--- src/rtl/core/swfrm_pkg.sv ---
// Package for the sliding-window frame-rate meter.
// Holds shared widths, the controller state type, the ring request and the reset pattern.
// Depends on nothing.
package swfrm_pkg;

  // Field widths fixed by the interface.
  localparam int DUR_W = 12;
  localparam int FPS_W = 18;
  localparam int CNT_W = 10;
  localparam int IDX_W = 8;

  // Default configuration.
  localparam int WINDOW_DEF          = 32;
  localparam int UPDATE_INTERVAL_DEF = 30;

  // Saturated rate: 1000 frames per second with 8 fraction bits.
  localparam int RATE_MAX   = 256000;
  localparam int MS_Q8      = 1000 * 256;
  localparam int DUR_MAX    = 4095;

  // Controller states.
  typedef enum logic [1:0] {
    ST_IDLE,
    ST_READ,
    ST_DIV,
    ST_EMIT
  } state_t;

  // One access to the duration ring. Address is at most 8 bits wide.
  typedef struct packed {
    logic             rd_en;
    logic             wr_en;
    logic [IDX_W-1:0] addr;
    logic [DUR_W-1:0] wdata;
  } ring_req_t;

  // Reset value of ring entry idx: 17 when idx mod 3 is 0, else 16.
  // Since 4 mod 3 is 1, idx mod 3 equals the sum of its base-4 digits mod 3.
  function automatic logic [DUR_W-1:0] reset_duration(input logic [IDX_W-1:0] idx);
    logic [3:0] dsum;
    logic       div3;
    dsum = {2'b00, idx[1:0]} + {2'b00, idx[3:2]} + {2'b00, idx[5:4]} + {2'b00, idx[7:6]};
    case (dsum)
      4'd0, 4'd3, 4'd6, 4'd9, 4'd12: div3 = 1'b1;
      default:                       div3 = 1'b0;
    endcase
    return div3 ? DUR_W'(17) : DUR_W'(16);
  endfunction

endpackage

--- src/rtl/core/sliding_window_frame_rate_meter.sv ---
// Top level of the sliding-window frame-rate meter.
// Controller, pointer, frame counter and running sum; uses swfrm_ring and swfrm_div.
// Depends on swfrm_pkg.
//
//   channel  signals                       payload
//   frame    frame_valid / frame_stall     frame_ms (12 bits)
//   rate     rate_valid  / rate_stall      fps_q8 (18 bits), fps_updated (1 bit)
//
// An item that does not recompute the rate goes from ST_IDLE through ST_READ to ST_EMIT.
// An item that recomputes it also waits in ST_DIV while the serial divider forms
// the quotient bit by bit, and the rate is stored in rate_hold when it is done.
// Reset clears pointer, counter, held rate and ring valid bits at once; it presets the sum.
// The next item is accepted once the result has moved into the output register;
// a stall on the rate side holds that register until taken; the next result waits in ST_EMIT.
module sliding_window_frame_rate_meter #(
  parameter int WINDOW          = swfrm_pkg::WINDOW_DEF,
  parameter int UPDATE_INTERVAL = swfrm_pkg::UPDATE_INTERVAL_DEF
) (
  input  logic                        clk,
  input  logic                        rst,
  input  logic                        frame_valid,
  output logic                        frame_stall,
  input  logic [swfrm_pkg::DUR_W-1:0] frame_ms,
  output logic                        rate_valid,
  input  logic                        rate_stall,
  output logic [swfrm_pkg::FPS_W-1:0] fps_q8,
  output logic                        fps_updated
);

  localparam int PTR_W     = (WINDOW > 1) ? $clog2(WINDOW) : 1;
  localparam int SUM_W     = $clog2(WINDOW * swfrm_pkg::DUR_MAX + 1);
  localparam int SUM_RESET = 16 * WINDOW + (WINDOW + 2) / 3;

  swfrm_pkg::state_t              state, state_next;
  logic [PTR_W-1:0]               wp, wp_next;
  logic [swfrm_pkg::CNT_W-1:0]    cnt, cnt_next, cnt_inc;
  logic                           upd, upd_next;
  logic [swfrm_pkg::DUR_W-1:0]    dur;
  logic [SUM_W-1:0]               sum;
  logic [swfrm_pkg::FPS_W-1:0]    rate_hold;
  logic [swfrm_pkg::DUR_W-1:0]    old_dur;
  logic [swfrm_pkg::FPS_W-1:0]    div_rate;
  logic                           div_done;
  logic                           div_start;
  logic                           accept;
  logic                           load_out;
  swfrm_pkg::ring_req_t           req;

  // Pointer advance and frame count for the item being accepted.
  always_comb begin
    wp_next  = (wp == PTR_W'(WINDOW - 1)) ? '0 : wp + 1'b1;
    cnt_inc  = cnt + 1'b1;
    upd_next = cnt_inc >= swfrm_pkg::CNT_W'(UPDATE_INTERVAL);
    cnt_next = upd_next ? '0 : cnt_inc;
  end

  // Next state.
  always_comb begin
    state_next = state;
    unique case (state)
      swfrm_pkg::ST_IDLE: if (frame_valid) state_next = swfrm_pkg::ST_READ;
      swfrm_pkg::ST_READ: state_next = upd ? swfrm_pkg::ST_DIV : swfrm_pkg::ST_EMIT;
      swfrm_pkg::ST_DIV:  if (div_done) state_next = swfrm_pkg::ST_EMIT;
      swfrm_pkg::ST_EMIT: if (!rate_valid || !rate_stall) state_next = swfrm_pkg::ST_IDLE;
      default:            state_next = swfrm_pkg::ST_IDLE;
    endcase
  end

  // Controller outputs.
  always_comb begin
    frame_stall = 1'b1;
    accept      = 1'b0;
    div_start   = 1'b0;
    load_out    = 1'b0;
    req.rd_en   = 1'b0;
    req.wr_en   = 1'b0;
    req.addr    = swfrm_pkg::IDX_W'(wp);
    req.wdata   = dur;
    unique case (state)
      swfrm_pkg::ST_IDLE: begin
        frame_stall = 1'b0;
        accept      = frame_valid;
        req.rd_en   = frame_valid;
        req.addr    = swfrm_pkg::IDX_W'(wp_next);
      end
      swfrm_pkg::ST_READ: begin
        req.wr_en = 1'b1;
        div_start = upd;
      end
      swfrm_pkg::ST_DIV: begin
      end
      swfrm_pkg::ST_EMIT: begin
        load_out = !rate_valid || !rate_stall;
      end
      default: begin
      end
    endcase
  end

  // Control registers.
  always_ff @(posedge clk) begin
    if (rst) begin
      state      <= swfrm_pkg::ST_IDLE;
      wp         <= '0;
      cnt        <= '0;
      sum        <= SUM_W'(SUM_RESET);
      rate_hold  <= '0;
      rate_valid <= 1'b0;
    end else begin
      state <= state_next;
      if (accept) begin
        wp  <= wp_next;
        cnt <= cnt_next;
      end
      // The divider latched the old sum in this same cycle.
      if (state == swfrm_pkg::ST_READ) begin
        sum <= sum + SUM_W'(dur) - SUM_W'(old_dur);
      end
      if (div_done) begin
        rate_hold <= div_rate;
      end
      if (load_out) begin
        rate_valid <= 1'b1;
      end else if (!rate_stall) begin
        rate_valid <= 1'b0;
      end
    end
  end

  // Item and result payload registers.
  always_ff @(posedge clk) begin
    if (accept) begin
      dur <= frame_ms;
      upd <= upd_next;
    end
    if (load_out) begin
      fps_q8      <= rate_hold;
      fps_updated <= upd;
    end
  end

  swfrm_ring #(
    .WINDOW (WINDOW)
  ) u_ring (
    .clk     (clk),
    .rst     (rst),
    .req     (req),
    .old_dur (old_dur)
  );

  swfrm_div #(
    .WINDOW (WINDOW)
  ) u_div (
    .clk   (clk),
    .rst   (rst),
    .start (div_start),
    .den   (sum),
    .done  (div_done),
    .rate  (div_rate)
  );

endmodule

--- src/rtl/core/swfrm_ring.sv ---
// Ring of the last WINDOW frame durations for the frame-rate meter.
// A memory with a registered read port and one valid bit per entry.
// Depends on swfrm_pkg.
module swfrm_ring #(
  parameter int WINDOW = swfrm_pkg::WINDOW_DEF
) (
  input  logic                          clk,
  input  logic                          rst,
  input  swfrm_pkg::ring_req_t          req,
  output logic [swfrm_pkg::DUR_W-1:0]   old_dur
);

  localparam int PTR_W = (WINDOW > 1) ? $clog2(WINDOW) : 1;

  logic [swfrm_pkg::DUR_W-1:0] mem [WINDOW];
  logic [WINDOW-1:0]           written;
  logic [swfrm_pkg::DUR_W-1:0] rd_data;
  logic                        rd_written;
  logic [PTR_W-1:0]            rd_addr;
  logic [PTR_W-1:0]            addr;

  assign addr = req.addr[PTR_W-1:0];

  // Memory write and registered read.
  always_ff @(posedge clk) begin
    if (req.wr_en) begin
      mem[addr] <= req.wdata;
    end
    if (req.rd_en) begin
      rd_data <= mem[addr];
      rd_addr <= addr;
    end
  end

  // Entry valid bits: an entry never written reads as its reset value.
  always_ff @(posedge clk) begin
    if (rst) begin
      written    <= '0;
      rd_written <= 1'b0;
    end else begin
      if (req.wr_en) begin
        written[addr] <= 1'b1;
      end
      if (req.rd_en) begin
        rd_written <= written[addr];
      end
    end
  end

  assign old_dur = rd_written ? rd_data
                 : swfrm_pkg::reset_duration(swfrm_pkg::IDX_W'(rd_addr));

endmodule

--- src/rtl/core/swfrm_div.sv ---
// Bit-serial restoring divider for the frame-rate meter.
// Divides the constant WINDOW*256000 by the window sum, one quotient bit per cycle.
// Depends on swfrm_pkg.
module swfrm_div #(
  parameter int  WINDOW = swfrm_pkg::WINDOW_DEF,
  localparam int SUM_W  = $clog2(WINDOW * swfrm_pkg::DUR_MAX + 1)
) (
  input  logic                        clk,
  input  logic                        rst,
  input  logic                        start,
  input  logic [SUM_W-1:0]            den,
  output logic                        done,
  output logic [swfrm_pkg::FPS_W-1:0] rate
);

  localparam int DIVIDEND = WINDOW * swfrm_pkg::MS_Q8;
  localparam int DIV_W    = $clog2(DIVIDEND + 1);
  localparam int STEP_W   = $clog2(DIV_W + 1);
  localparam int REM_W    = SUM_W + 1;

  logic [DIV_W-1:0]  dnd;
  logic [DIV_W-1:0]  quo;
  logic [SUM_W-1:0]  dvs;
  logic [REM_W-1:0]  rem;
  logic [STEP_W-1:0] steps;
  logic              busy;
  logic [REM_W-1:0]  trial;
  logic              fits;

  // One restoring step: shift in the next dividend bit and try to subtract.
  assign trial = {rem[SUM_W-1:0], dnd[DIV_W-1]};
  assign fits  = trial >= {1'b0, dvs};

  // Iteration control.
  always_ff @(posedge clk) begin
    if (rst) begin
      busy  <= 1'b0;
      steps <= '0;
      done  <= 1'b0;
    end else begin
      done <= 1'b0;
      if (start) begin
        busy  <= 1'b1;
        steps <= STEP_W'(DIV_W);
      end else if (busy) begin
        steps <= steps - 1'b1;
        if (steps == STEP_W'(1)) begin
          busy <= 1'b0;
          done <= 1'b1;
        end
      end
    end
  end

  // Datapath shift registers.
  always_ff @(posedge clk) begin
    if (start) begin
      dnd <= DIV_W'(DIVIDEND);
      dvs <= den;
      rem <= '0;
      quo <= '0;
    end else if (busy) begin
      dnd <= {dnd[DIV_W-2:0], 1'b0};
      rem <= fits ? (trial - {1'b0, dvs}) : trial;
      quo <= {quo[DIV_W-2:0], fits};
    end
  end

  // A zero divisor yields an all-ones quotient, which saturates as well.
  assign rate = (quo > DIV_W'(swfrm_pkg::RATE_MAX)) ? swfrm_pkg::FPS_W'(swfrm_pkg::RATE_MAX)
                                                    : quo[swfrm_pkg::FPS_W-1:0];

endmodule

--- config.mk ---
export PLATFORM = sky130hd
export DESIGN_NAME = sliding_window_frame_rate_meter
export DESIGN_NICKNAME = d
export VERILOG_FILES = /design/src/rtl/core/swfrm_pkg.sv /design/src/rtl/core/sliding_window_frame_rate_meter.sv /design/src/rtl/core/swfrm_ring.sv /design/src/rtl/core/swfrm_div.sv
export SDC_FILE = /design/constraint.sdc
export NUM_CORES = 1
export LEC_CHECK = 0
export BUFFER_PORTS_ARGS = -buffer_cell sky130_fd_sc_hd__buf_2
export CORE_MARGIN = 5
export CORE_UTILIZATION = 63
export CTS_CLUSTER_DIAMETER = 200
export CTS_CLUSTER_SIZE = 25
export DETAILED_ROUTE_END_ITERATION = 8
export PLACE_DENSITY_LB_ADDON = 0.3
export SLEW_MARGIN = 5
export SYNTH_ARGS = -nofsm -noshare
export SYNTH_HDL_FRONTEND = slang
export SYNTH_SLANG_ARGS = --single-unit
--- constraint.sdc ---
create_clock -name clk -period 6.15 [get_ports clk]
set_clock_uncertainty 0.2 [all_clocks]
set_input_delay 0.615 -clock clk [delete_from_list [all_inputs] [get_ports clk]]
set_output_delay 0.615 -clock clk [all_outputs]
set_load 0.005 [all_outputs]
Yosys cells after proc, flatten, opt, wreduce, memory -nomap -nowiden:

Memory sizes are Yosys's and may differ from the RTL's. A register that Yosys moved wholly into a read port is not among the register bits.
Index checks and enable logic that the tools add are counted.

* add/subtract/negate cells: 8
* multiply operators: 0
* divide/modulo/power cells: 0
* $lt $le $gt $ge: 5
* eq/ne operators: 13
* shift-type cells: 0
* multiplexer cells: 32
* bitwise operators: 2
* reductions and logical operators: 11

Operators with widths (count)
* OR 32 bit: 1
* > comparator 23 x 18 -> 1 bit, second input constant: 1
* two-way mux 5 bit: 4
* greater-or-equal comparator 18 x 17 -> 1 bit: 1
* two-way mux 1 bit: 18
* two-way mux 18 bit: 1
* adder 17 x 12 -> 17 bit: 1
* two-way mux 17 bit: 1
* subtractor 17 x 12 -> 17 bit: 1
* subtractor 17 bit: 1
* two-way mux 12 bit: 1
* adder 10 x 1 -> 10 bit, second input constant: 1
* greater-or-equal comparator 10 x 5 -> 1 bit, second input constant: 1
* two-way mux 10 bit: 1
* equality test 4 bit, second input constant: 2
* one-hot mux 2 bit (4 select lines): 1
* less-than comparator 5 x 6 -> 1 bit, second input constant: 1
* two-way mux 2 bit: 3
* adder 5 x 1 -> 5 bit, second input constant: 1
* binary-select mux 1 bit (select 5 bit): 1
* demux 1 bit (select 5 bit): 1
* equality test 5 x 1 -> 1 bit, second input constant: 1
* equality test 5 bit, second input constant: 1
* greater-or-equal comparator 5 x 1 -> 1 bit, second input constant: 1
* other kinds (20): 24

* bits in registers: 194
* latch bits: 0
* memory bits (writable): 384
* ROM bits: 0
* input port bits: 16
* output and inout bits: 21
* word-level logic and storage cells: 93
* memories: 1

Memory list
* u_ring.mem: depth 32, bits a word 12, rd ports 1, clocked after memory_dff 1, write ports 1, RTL line swfrm_ring.sv:15 `logic [swfrm_pkg::DUR_W-1:0] mem [WINDOW];`

Longest topological paths before layout:

Gate-level depths: netlist of run 1.

* depth in word-level cells: 8
* depth in mapped cells: 23
* depth with buffers taken out: 23

Cells and area by module:

A second synthesis of run 1 with hierarchy kept.

* cells, all modules: 1629
* area total of the unflattened synthesis: 24611.1 µm²

By module, submodules not included
* swfrm_ring: times used 1, cells an instance 791, area each 16465.8 µm², sequential area each 12702.2 µm²
* sliding_window_frame_rate_meter: times used 1, cells an instance 446, area each 4464.3 µm², sequential area each 2021.9 µm²
* swfrm_div: times used 1, cells an instance 392, area each 3681.0 µm², sequential area each 1591.5 µm²

Least setup slack after synthesis of run 1:

Ideal clock, no wire load.

* path type: reg-to-reg
* start point: register u_ring.rd_addr[0]
* end point: register sum[12]
* setup time: 106 ps
* arrival time: 4322 ps
* required time: 5844 ps
* setup slack: 1522 ps
* stages on the path, launching flop included: 23
* path buffers: 0
* period minus slack after synthesis: 4628 ps
* cell sequence: edfxtp_1 -> ha_1 -> inv_1 -> fa_1 -> nor2b_1 -> xor2_1 -> nor2_1 -> a211oi_1 -> a21oi_1 -> mux2_2 -> ha_1 -> inv_1 -> ha_1 -> inv_1 -> fa_1 -> nand2b_1 -> a21oi_1 -> o41a_1 -> o41ai_2 -> o21bai_1 -> a21oi_1 -> or4b_2 -> o311ai_0

* word-level cells in the longest chain between the ends: 8
* elaborated cells between the ends (all ways): 12
* classes of those cells: 3 x add/sub; 4 x eq/ne; 3 x mux; 2 x reduce/logical

Ends and longest elaborated chain
* start: declaration: RTL line swfrm_ring.sv:19 `logic [PTR_W-1:0] rd_addr;`
* start signal: assignment: RTL line swfrm_ring.sv:31 `rd_addr <= addr;`
* adder 2 x 2 -> 3 bit (*): RTL line swfrm_pkg.sv:42 `dsum = {2'b00, idx[1:0]} + {2'b00, idx[3:2]} + {2'b00, idx[5:4]} + {2'b00, idx[7:6]};`
* adder 4 x 1 -> 4 bit (*): RTL line swfrm_pkg.sv:42
* equality test 4 x 2 -> 1 bit (tied with other cells): RTL line swfrm_pkg.sv:43 `case (dsum)`
* OR reduction 5 bit (*): RTL line swfrm_pkg.sv:43
* two-way mux 1 bit (*): RTL line swfrm_pkg.sv:43
* two-way mux 1 bit (*): RTL line swfrm_pkg.sv:47 `return div3 ? DUR_W'(17) : DUR_W'(16);`
* two-way mux 12 bit (*): RTL line swfrm_ring.sv:50 `assign old_dur = rd_written ? rd_data`
* subtractor 17 x 12 -> 17 bit (*): RTL line sliding_window_frame_rate_meter.sv:117 `sum <= sum + SUM_W'(dur) - SUM_W'(old_dur);`
* end signal: assignment: RTL line sliding_window_frame_rate_meter.sv:106 `sum <= SUM_W'(SUM_RESET);`
* end signal: assignment: RTL line sliding_window_frame_rate_meter.sv:117
* end: declaration: RTL line sliding_window_frame_rate_meter.sv:39 `logic [SUM_W-1:0] sum;`

Mark *: on every way between the ends. The rest lies on a longest branch, timed or not.
A chain may end at the register's enable or synchronous reset.

Final worst setup path of run 1:

* start point: register u_ring.rd_addr[0]
* end point: register sum[14]

The elaborated chain is that of the path after synthesis.

==> flow_summary.json, run 1 <==
{
  "initial_core_util_pct": 63.7,
  "crit_family": "adder cells",
  "gp_congestion": 0.938,
  "outcome": "complete, no violations",
  "max_slew_margin_pct": 17.0,
  "final.min_clock_period_ns": 5.12,
  "rsz0062_at_grt": "no",
  "area_growth_pct": 7.48,
  "syn_nets": 1885,
  "grt-ovfl-total": 0,
  "hp-class": "input port to flip-flop",
  "final_area_sq_um": 26500,
  "maxCapViolations": 0,
  "clk_latency_ns": 0.62,
  "viasPerCell": 6.41,
  "yosysTopAreaCell": "edfxtp_1",
  "grt_max_degree": 106,
  "reg2regPathDepth": 23,
  "synth-main-ff-cell": "edfxtp_1",
  "yosys-top-cells-count": "edfxtp_1, nand2_1, dfxtp_1",
  "whs_endpoint": "rate_valid",
  "drive_gt1_share_pct": 11.1,
  "grtUsageMet3_pct": 3.66,
  "antenna_found_initial": 0,
  "syn_inst": 1807,
  "core_sq_um": 38600,
  "num_antenna_cells": 0,
  "ir_drop_v": 0.000435,
  "endpoint_kind": "flip-flop",
  "dr.pass1.iters": 6,
  "dp_hpwl_microns": 35500,
  "cts_tree": "yes",
  "die_h_microns": 208,
  "ioPinCount": 37,
  "grtUsageTotal_pct": 25.4,
  "synthArstFlopShare_pct": 0,
  "setup_viol": 0,
  "grtUsageMet1_pct": 34.7,
  "path_cells": "ha_1 -> inv_1 -> fa_1 -> inv_1 -> ha_1 -> xor2_1 -> nor3_1 -> a21oi_1 -> a21oi_1 -> mux2_2 -> ha_1 -> inv_1 -> ha_1 -> inv_1 -> fa_1 -> nand2b_1 -> a21oi_1 -> o41a_1 -> o41ai_2 -> o21bai_1 -> a21oi_1 -> or4b_2 -> o311ai_0",
  "first_iter_violations": 1974,
  "num-fill-cells": 2614,
  "worstMarginPinSlew_ns": 1.24,
  "synth_top_area_share_pct": 54.9,
  "crit_fanout": 4,
  "placed_cell_area_sq_um": 25600,
  "leakagePower_nw": 9.27,
  "die_x_microns": 208,
  "cp.arrival_ns": 5.41,
  "synth.avg_cell_area_sq_um": 13.6,
  "worst-setup-path-type": "flip-flop to flip-flop",
  "grt_util_met2_pct": 42.5,
  "cts.sink_count": 590,
  "h-tree-depth": 1,
  "yosysUniqueCellTypes": 73,
  "cts-resized-gates": 0,
  "cp.required_ns": 6.45,
  "max_freq_mhz": 195,
  "maxSlewViolCount": 0,
  "syn_area_sq_um": 24600,
  "cts_buffers": 27,
  "design.die.area_sq_um": 43100,
  "grt_pass1_vias": 15000,
  "yosysMostFrequentCell": "edfxtp_1",
  "synth_edf_count": 450,
  "grt_busiest_layer": "met2",
  "clockBufferDepth": 3,
  "rows": 72,
  "ys_warn_count": 0,
  "route.detailed.wl_per_inst_microns": 23.3,
  "synth_seq_cells": 590,
  "hold_viol_final": 0,
  "holdPathStages": 3,
  "tns_ns": 0,
  "port_buffers": 36,
  "drt_wl_total_microns": 56000,
  "crit_slowest_cell": "or4b_2",
  "worstHoldStart": "rate_stall",
  "yosysSeqAreaShare_pct": 66.3,
  "worst-path-buf-inv": 4,
  "final_nets": 1940,
  "slowest_delay_ns": 0.60,
  "grt_pass1_wl_microns": 86600,
  "worst_r2r_endpoint": "sum[14]",
  "r2r_slack_ns": 1.03,
  "rr_startpoint": "u_ring.rd_addr[0]",
  "clk_pin_slew_ns": 0.10,
  "via_count": 15379,
  "powerDensity_nw_per_um2": 455,
  "cp-start-kind": "flip-flop",
  "remaining_drc_errors": 0,
  "period_share_pct": 83.2,
  "drtAntennaViolNets": 0,
  "synth_area_leaders": "edfxtp_1, dfxtp_1, mux4_2",
  "root_buffer": "clkbuf_16"
}
## tightest hold or removal path: cells and delay by family
kind / cells / cell delay, ns
simple gates: 1 / 0.07
buf+inv: 1 / 0.11
compound gates: 1 / 0.06
## where the power goes
group	leakage, nW	total (mW)	internal [mW]	switching, mW
logic	3.69	5.06	1.95	3.11
registers	5.21	4.98	4.79	0.185
clock network	0.370	2.02	0.843	1.18
total	9.27	12.1	7.59	4.47
## layout make-up
class / instances / area [sq um] / share of cell area (%)
sequential: 590 / 16300 / 61.6
multi-input combinational: 1036 / 7580 / 28.6
timing repair buffer: 113 / 801 / 3.03
clock buffer: 45 / 743 / 2.81
tap: 518 / 648 / 2.45
inverter: 94 / 353 / 1.33
clock inverter: 2 / 31.3 / 0.118
## state kept, by name (all words and copies together) (netlist names)
name               cells
cnt                   10
dur                   12
fps_q8                18
fps_updated            1
rate_hold             18
rate_valid             1
state                  2
sum                   17
u_div.busy             1
u_div.dnd              7
u_div.done             1
u_div.dvs             17
u_div.quo             23
u_div.rem             17
u_div.steps            5
u_ring.mem           384
u_ring.rd_addr         5
u_ring.rd_data        12
u_ring.rd_written      1
u_ring.written        32
upd                    1
wp                     5
## per-layer routing
metal	up-vias	part of all wire [%]
met5	-	0
met4	0	4.0
met3	140	8.1
met2	746	49
met1	7630	39
li1	6863	-
## cell families (layout without fill, tap and decap cells)
group	Yosys count	after routing	synth area share (%)
compound gates	375	375	10.8
flops	590	590	66.3
xor+xnor	34	34	1.21
fa+ha+maj	62	62	3.58
simple gates	469	469	8.63
mux	96	96	6.45
buf+inv	181	254	3.09
## per-stage QoR
stage | hold WS, ns | utilization, % | setup WS, ns | total power, mW | std cells
floorplan | 0.201 | - | 1.52 | 8.69 | 1807
global placement | 0.207 | 66.2 | 1.27 | 9.89 | 2339
detailed placement | 0.213 | 66.2 | 1.10 | 10.0 | 2339
CTS | 0.0573 | 68.5 | 1.07 | 12.0 | 2398
global route | 0.0840 | 68.5 | 0.668 | 12.7 | 2398
finish | 0.0856 | 68.5 | 1.03 | 12.1 | 2398
## worst max path at each step
stage	start	to	slack [ns]	depth (start not counted)
after floorplan	u_ring.rd_addr[0]	sum[12]	1.52	22
after global placement	u_ring.rd_addr[0]	sum[12]	1.27	22
after detailed placement	u_ring.rd_addr[0]	sum[12]	1.10	23
after CTS	u_ring.rd_addr[0]	sum[12]	1.07	23
after global routing	u_ring.rd_addr[0]	sum[14]	0.67	23
final	u_ring.rd_addr[0]	sum[14]	1.03	23
## placed cells by master (no fill, tap or decap), types with 20 or more instances in the layout
cell / Yosys / layout
dfxtp_1: 140 / 139
o21ai_0: 40 / 40
mux4_2: 49 / 49
o21a_1: 39 / 39
ha_1: 48 / 48
buf_4: 7 / 64
buf_2: 27 / 36
a21oi_1: 90 / 89
nor2b_1: 20 / 20
nand2_1: 164 / 164
mux2i_1: 44 / 44
clkbuf_16: 0 / 27
a22oi_1: 42 / 42
nand3_1: 57 / 57
edfxtp_1: 450 / 450
inv_1: 91 / 90
and3_1: 22 / 22
nor2_1: 136 / 136
a221oi_1: 20 / 20
## what timing repair did
| item | 4_1_cts | 5_1_grt |
|---|---|---|
| hold endpoints to repair | 12 | 0 |
| buffers inserted | 0 | 0 |
| hold buffers | 12 | 0 |
(Power assumes the default switching activity.)
==> run 2, diff against run 1 <==
Clock period 6.15 ns to 5.2 ns, I/O delays scaled along.
==> run 2 against run 1 <==
First-iteration DRC count decreased by 5.1%. Non-clock buffer count increased by 7. Critical path depth decreased by 1. Die area unchanged. Sequential power increased by 18%. Core utilization increased by 0.32 points. Maximum frequency increased by 3.7%. Clock-buffer cell count increased by 3. Critical endpoint unchanged.
==> flow_summary.json, run 2 (synthesized netlist as in run 1, its figures left out) <==
{
  "outcome": "complete, no violations",
  "final_nets": 1947,
  "r2r_slack_ns": 0.26,
  "crit_fanout": 4,
  "via_count": 15371,
  "viasPerCell": 6.38,
  "max_slew_margin_pct": 15.7,
  "design.die.area_sq_um": 43100,
  "cts_buffers": 27,
  "clockBufferDepth": 3,
  "top_regs": "u_ring.mem: 384 flops, u_ring.written: 32 flops, u_div.quo: 23 flops",
  "ir_drop_v": 0.000424,
  "whs_ns": 0.236,
  "rows": 72,
  "worstMarginPinSlew_ns": 1.26,
  "cts_tree": "yes",
  "area_growth_pct": 7.98,
  "dr.pass1.iters": 5,
  "setup_viol": 0,
  "grt-ovfl-total": 0,
  "hp-class": "flip-flop to flip-flop",
  "largest_reg_flops": 384,
  "setup_slack_ns": 0.263,
  "h-tree-depth": 1,
  "multi_input_area_sq_um": 7620,
  "drt_wl_total_microns": 56600,
  "dp_hpwl_microns": 36000,
  "max_freq_mhz": 203,
  "worst-setup-path-type": "flip-flop to flip-flop",
  "maxSlewViolCount": 0,
  "port_buffers": 36,
  "num_antenna_cells": 0,
  "endpoint_kind": "flip-flop",
  "cp.required_ns": 5.49,
  "place_ws_ns": 0.170,
  "num-fill-cells": 2578,
  "final.min_clock_period_ns": 4.94,
  "cp.arrival_ns": 5.23,
  "ff_latch_area_sq_um": 16300,
  "ioPinCount": 37,
  "period_share_pct": 94.9,
  "remaining_drc_errors": 0,
  "first_iter_violations": 1873,
  "die_x_microns": 208,
  "root_buffer": "clkbuf_16",
  "maxCapViolations": 0,
  "grtUsageTotal_pct": 25.7,
  "rsz0062_at_grt": "no",
  "leakagePower_nw": 9.31,
  "cp-start-kind": "flip-flop",
  "regMostFlops": "u_ring.mem",
  "hold_viol_final": 0,
  "clk_latency_ns": 0.62,
  "antenna_found_initial": 1,
  "layout_common_cells": "edfxtp_1, nand2_1, dfxtp_1",
  "initial_core_util_pct": 63.7,
  "grt_pass1_wl_microns": 87300,
  "cts.sink_count": 590,
  "tns_ns": 0,
  "final_common_cell": "edfxtp_1",
  "gp_congestion": 0.923,
  "die_h_microns": 208,
  "clk_pin_slew_ns": 0.10,
  "grt_pass1_vias": 15138,
  "powerDensity_nw_per_um2": 539,
  "holdPathStages": 0,
  "drive_gt1_share_pct": 11.7,
  "drtAntennaViolNets": 0,
  "route.detailed.wl_per_inst_microns": 23.5,
  "reg2regPathDepth": 22,
  "grt_max_degree": 65,
  "core_sq_um": 38600
}
==> run 2: cell type report <==
class	instances	share of cell area [%]
Inverter	94	1.33
Multi-Input combinational cell	1036	28.7
Sequential cell	590	61.4
Clock buffer	48	2.84
Tap cell	518	2.44
Clock inverter	2	0.118
Timing Repair Buffer	120	3.27
==> run 2: repair_timing <==
item | 4_1_cts | 5_1_grt
endpoints found under the hold margin | 13 | 0
hold buffers | 13 | 0
resized for setup | 0 | 9
setup endpoints to repair | 0 | 2
setup buffers | 0 | 1
==> run 2: power breakdown <==
part	internal, mW	switching, mW
clock network	1.01	1.40
logic	2.37	3.67
registers	5.67	0.222
total	9.05	5.29
==> run 2: critical path, cell delays in order (launching register included) <==
cell and delay, ns:
edfxtp_1 0.38, ha_1 0.21, inv_1 0.06, fa_1 0.45, nor2b_2 0.19, xor2_1 0.16, nor2_1 0.05, a211oi_1 0.22
a21oi_1 0.07, mux2_2 0.26, ha_1 0.27, inv_1 0.05, ha_1 0.15, inv_1 0.06, fa_2 0.35, nand2b_4 0.17
a21oi_4 0.18, o41a_1 0.22, o41ai_2 0.11, o21bai_1 0.18, a21oi_1 0.10, or4b_2 0.60, o311ai_0 0.11
==> run 2: metal layers <==
layer / track usage [%] / routed length, microns
met1: 34.3 / 21700
met4: 10.5 / 2760
met5: 0 / 0
met3: 3.96 / 4570
met2: 42.9 / 27600
==> run 2: final timing paths <==
| path | startpoint | endpoint |
|---|---|---|
| setup / recovery | u_ring.rd_addr[0] | sum[14] |
| hold / removal | rate_hold[8] | fps_q8[8] |
| setup reg to reg | u_ring.rd_addr[0] | sum[14] |
| hold reg to reg | rate_hold[8] | fps_q8[8] |
==> run 2: per-stage QoR <==
step	util [%]	instance area (sq um)	std cells	total power [mW]
detailed placement	66.3	25600	2344	11.9
finish	68.8	26600	2408	14.3
CTS	68.7	26500	2407	14.2
global route	68.8	26600	2408	15.1
floorplan	-	24600	1807	10.3
global placement	66.3	25600	2344	11.7
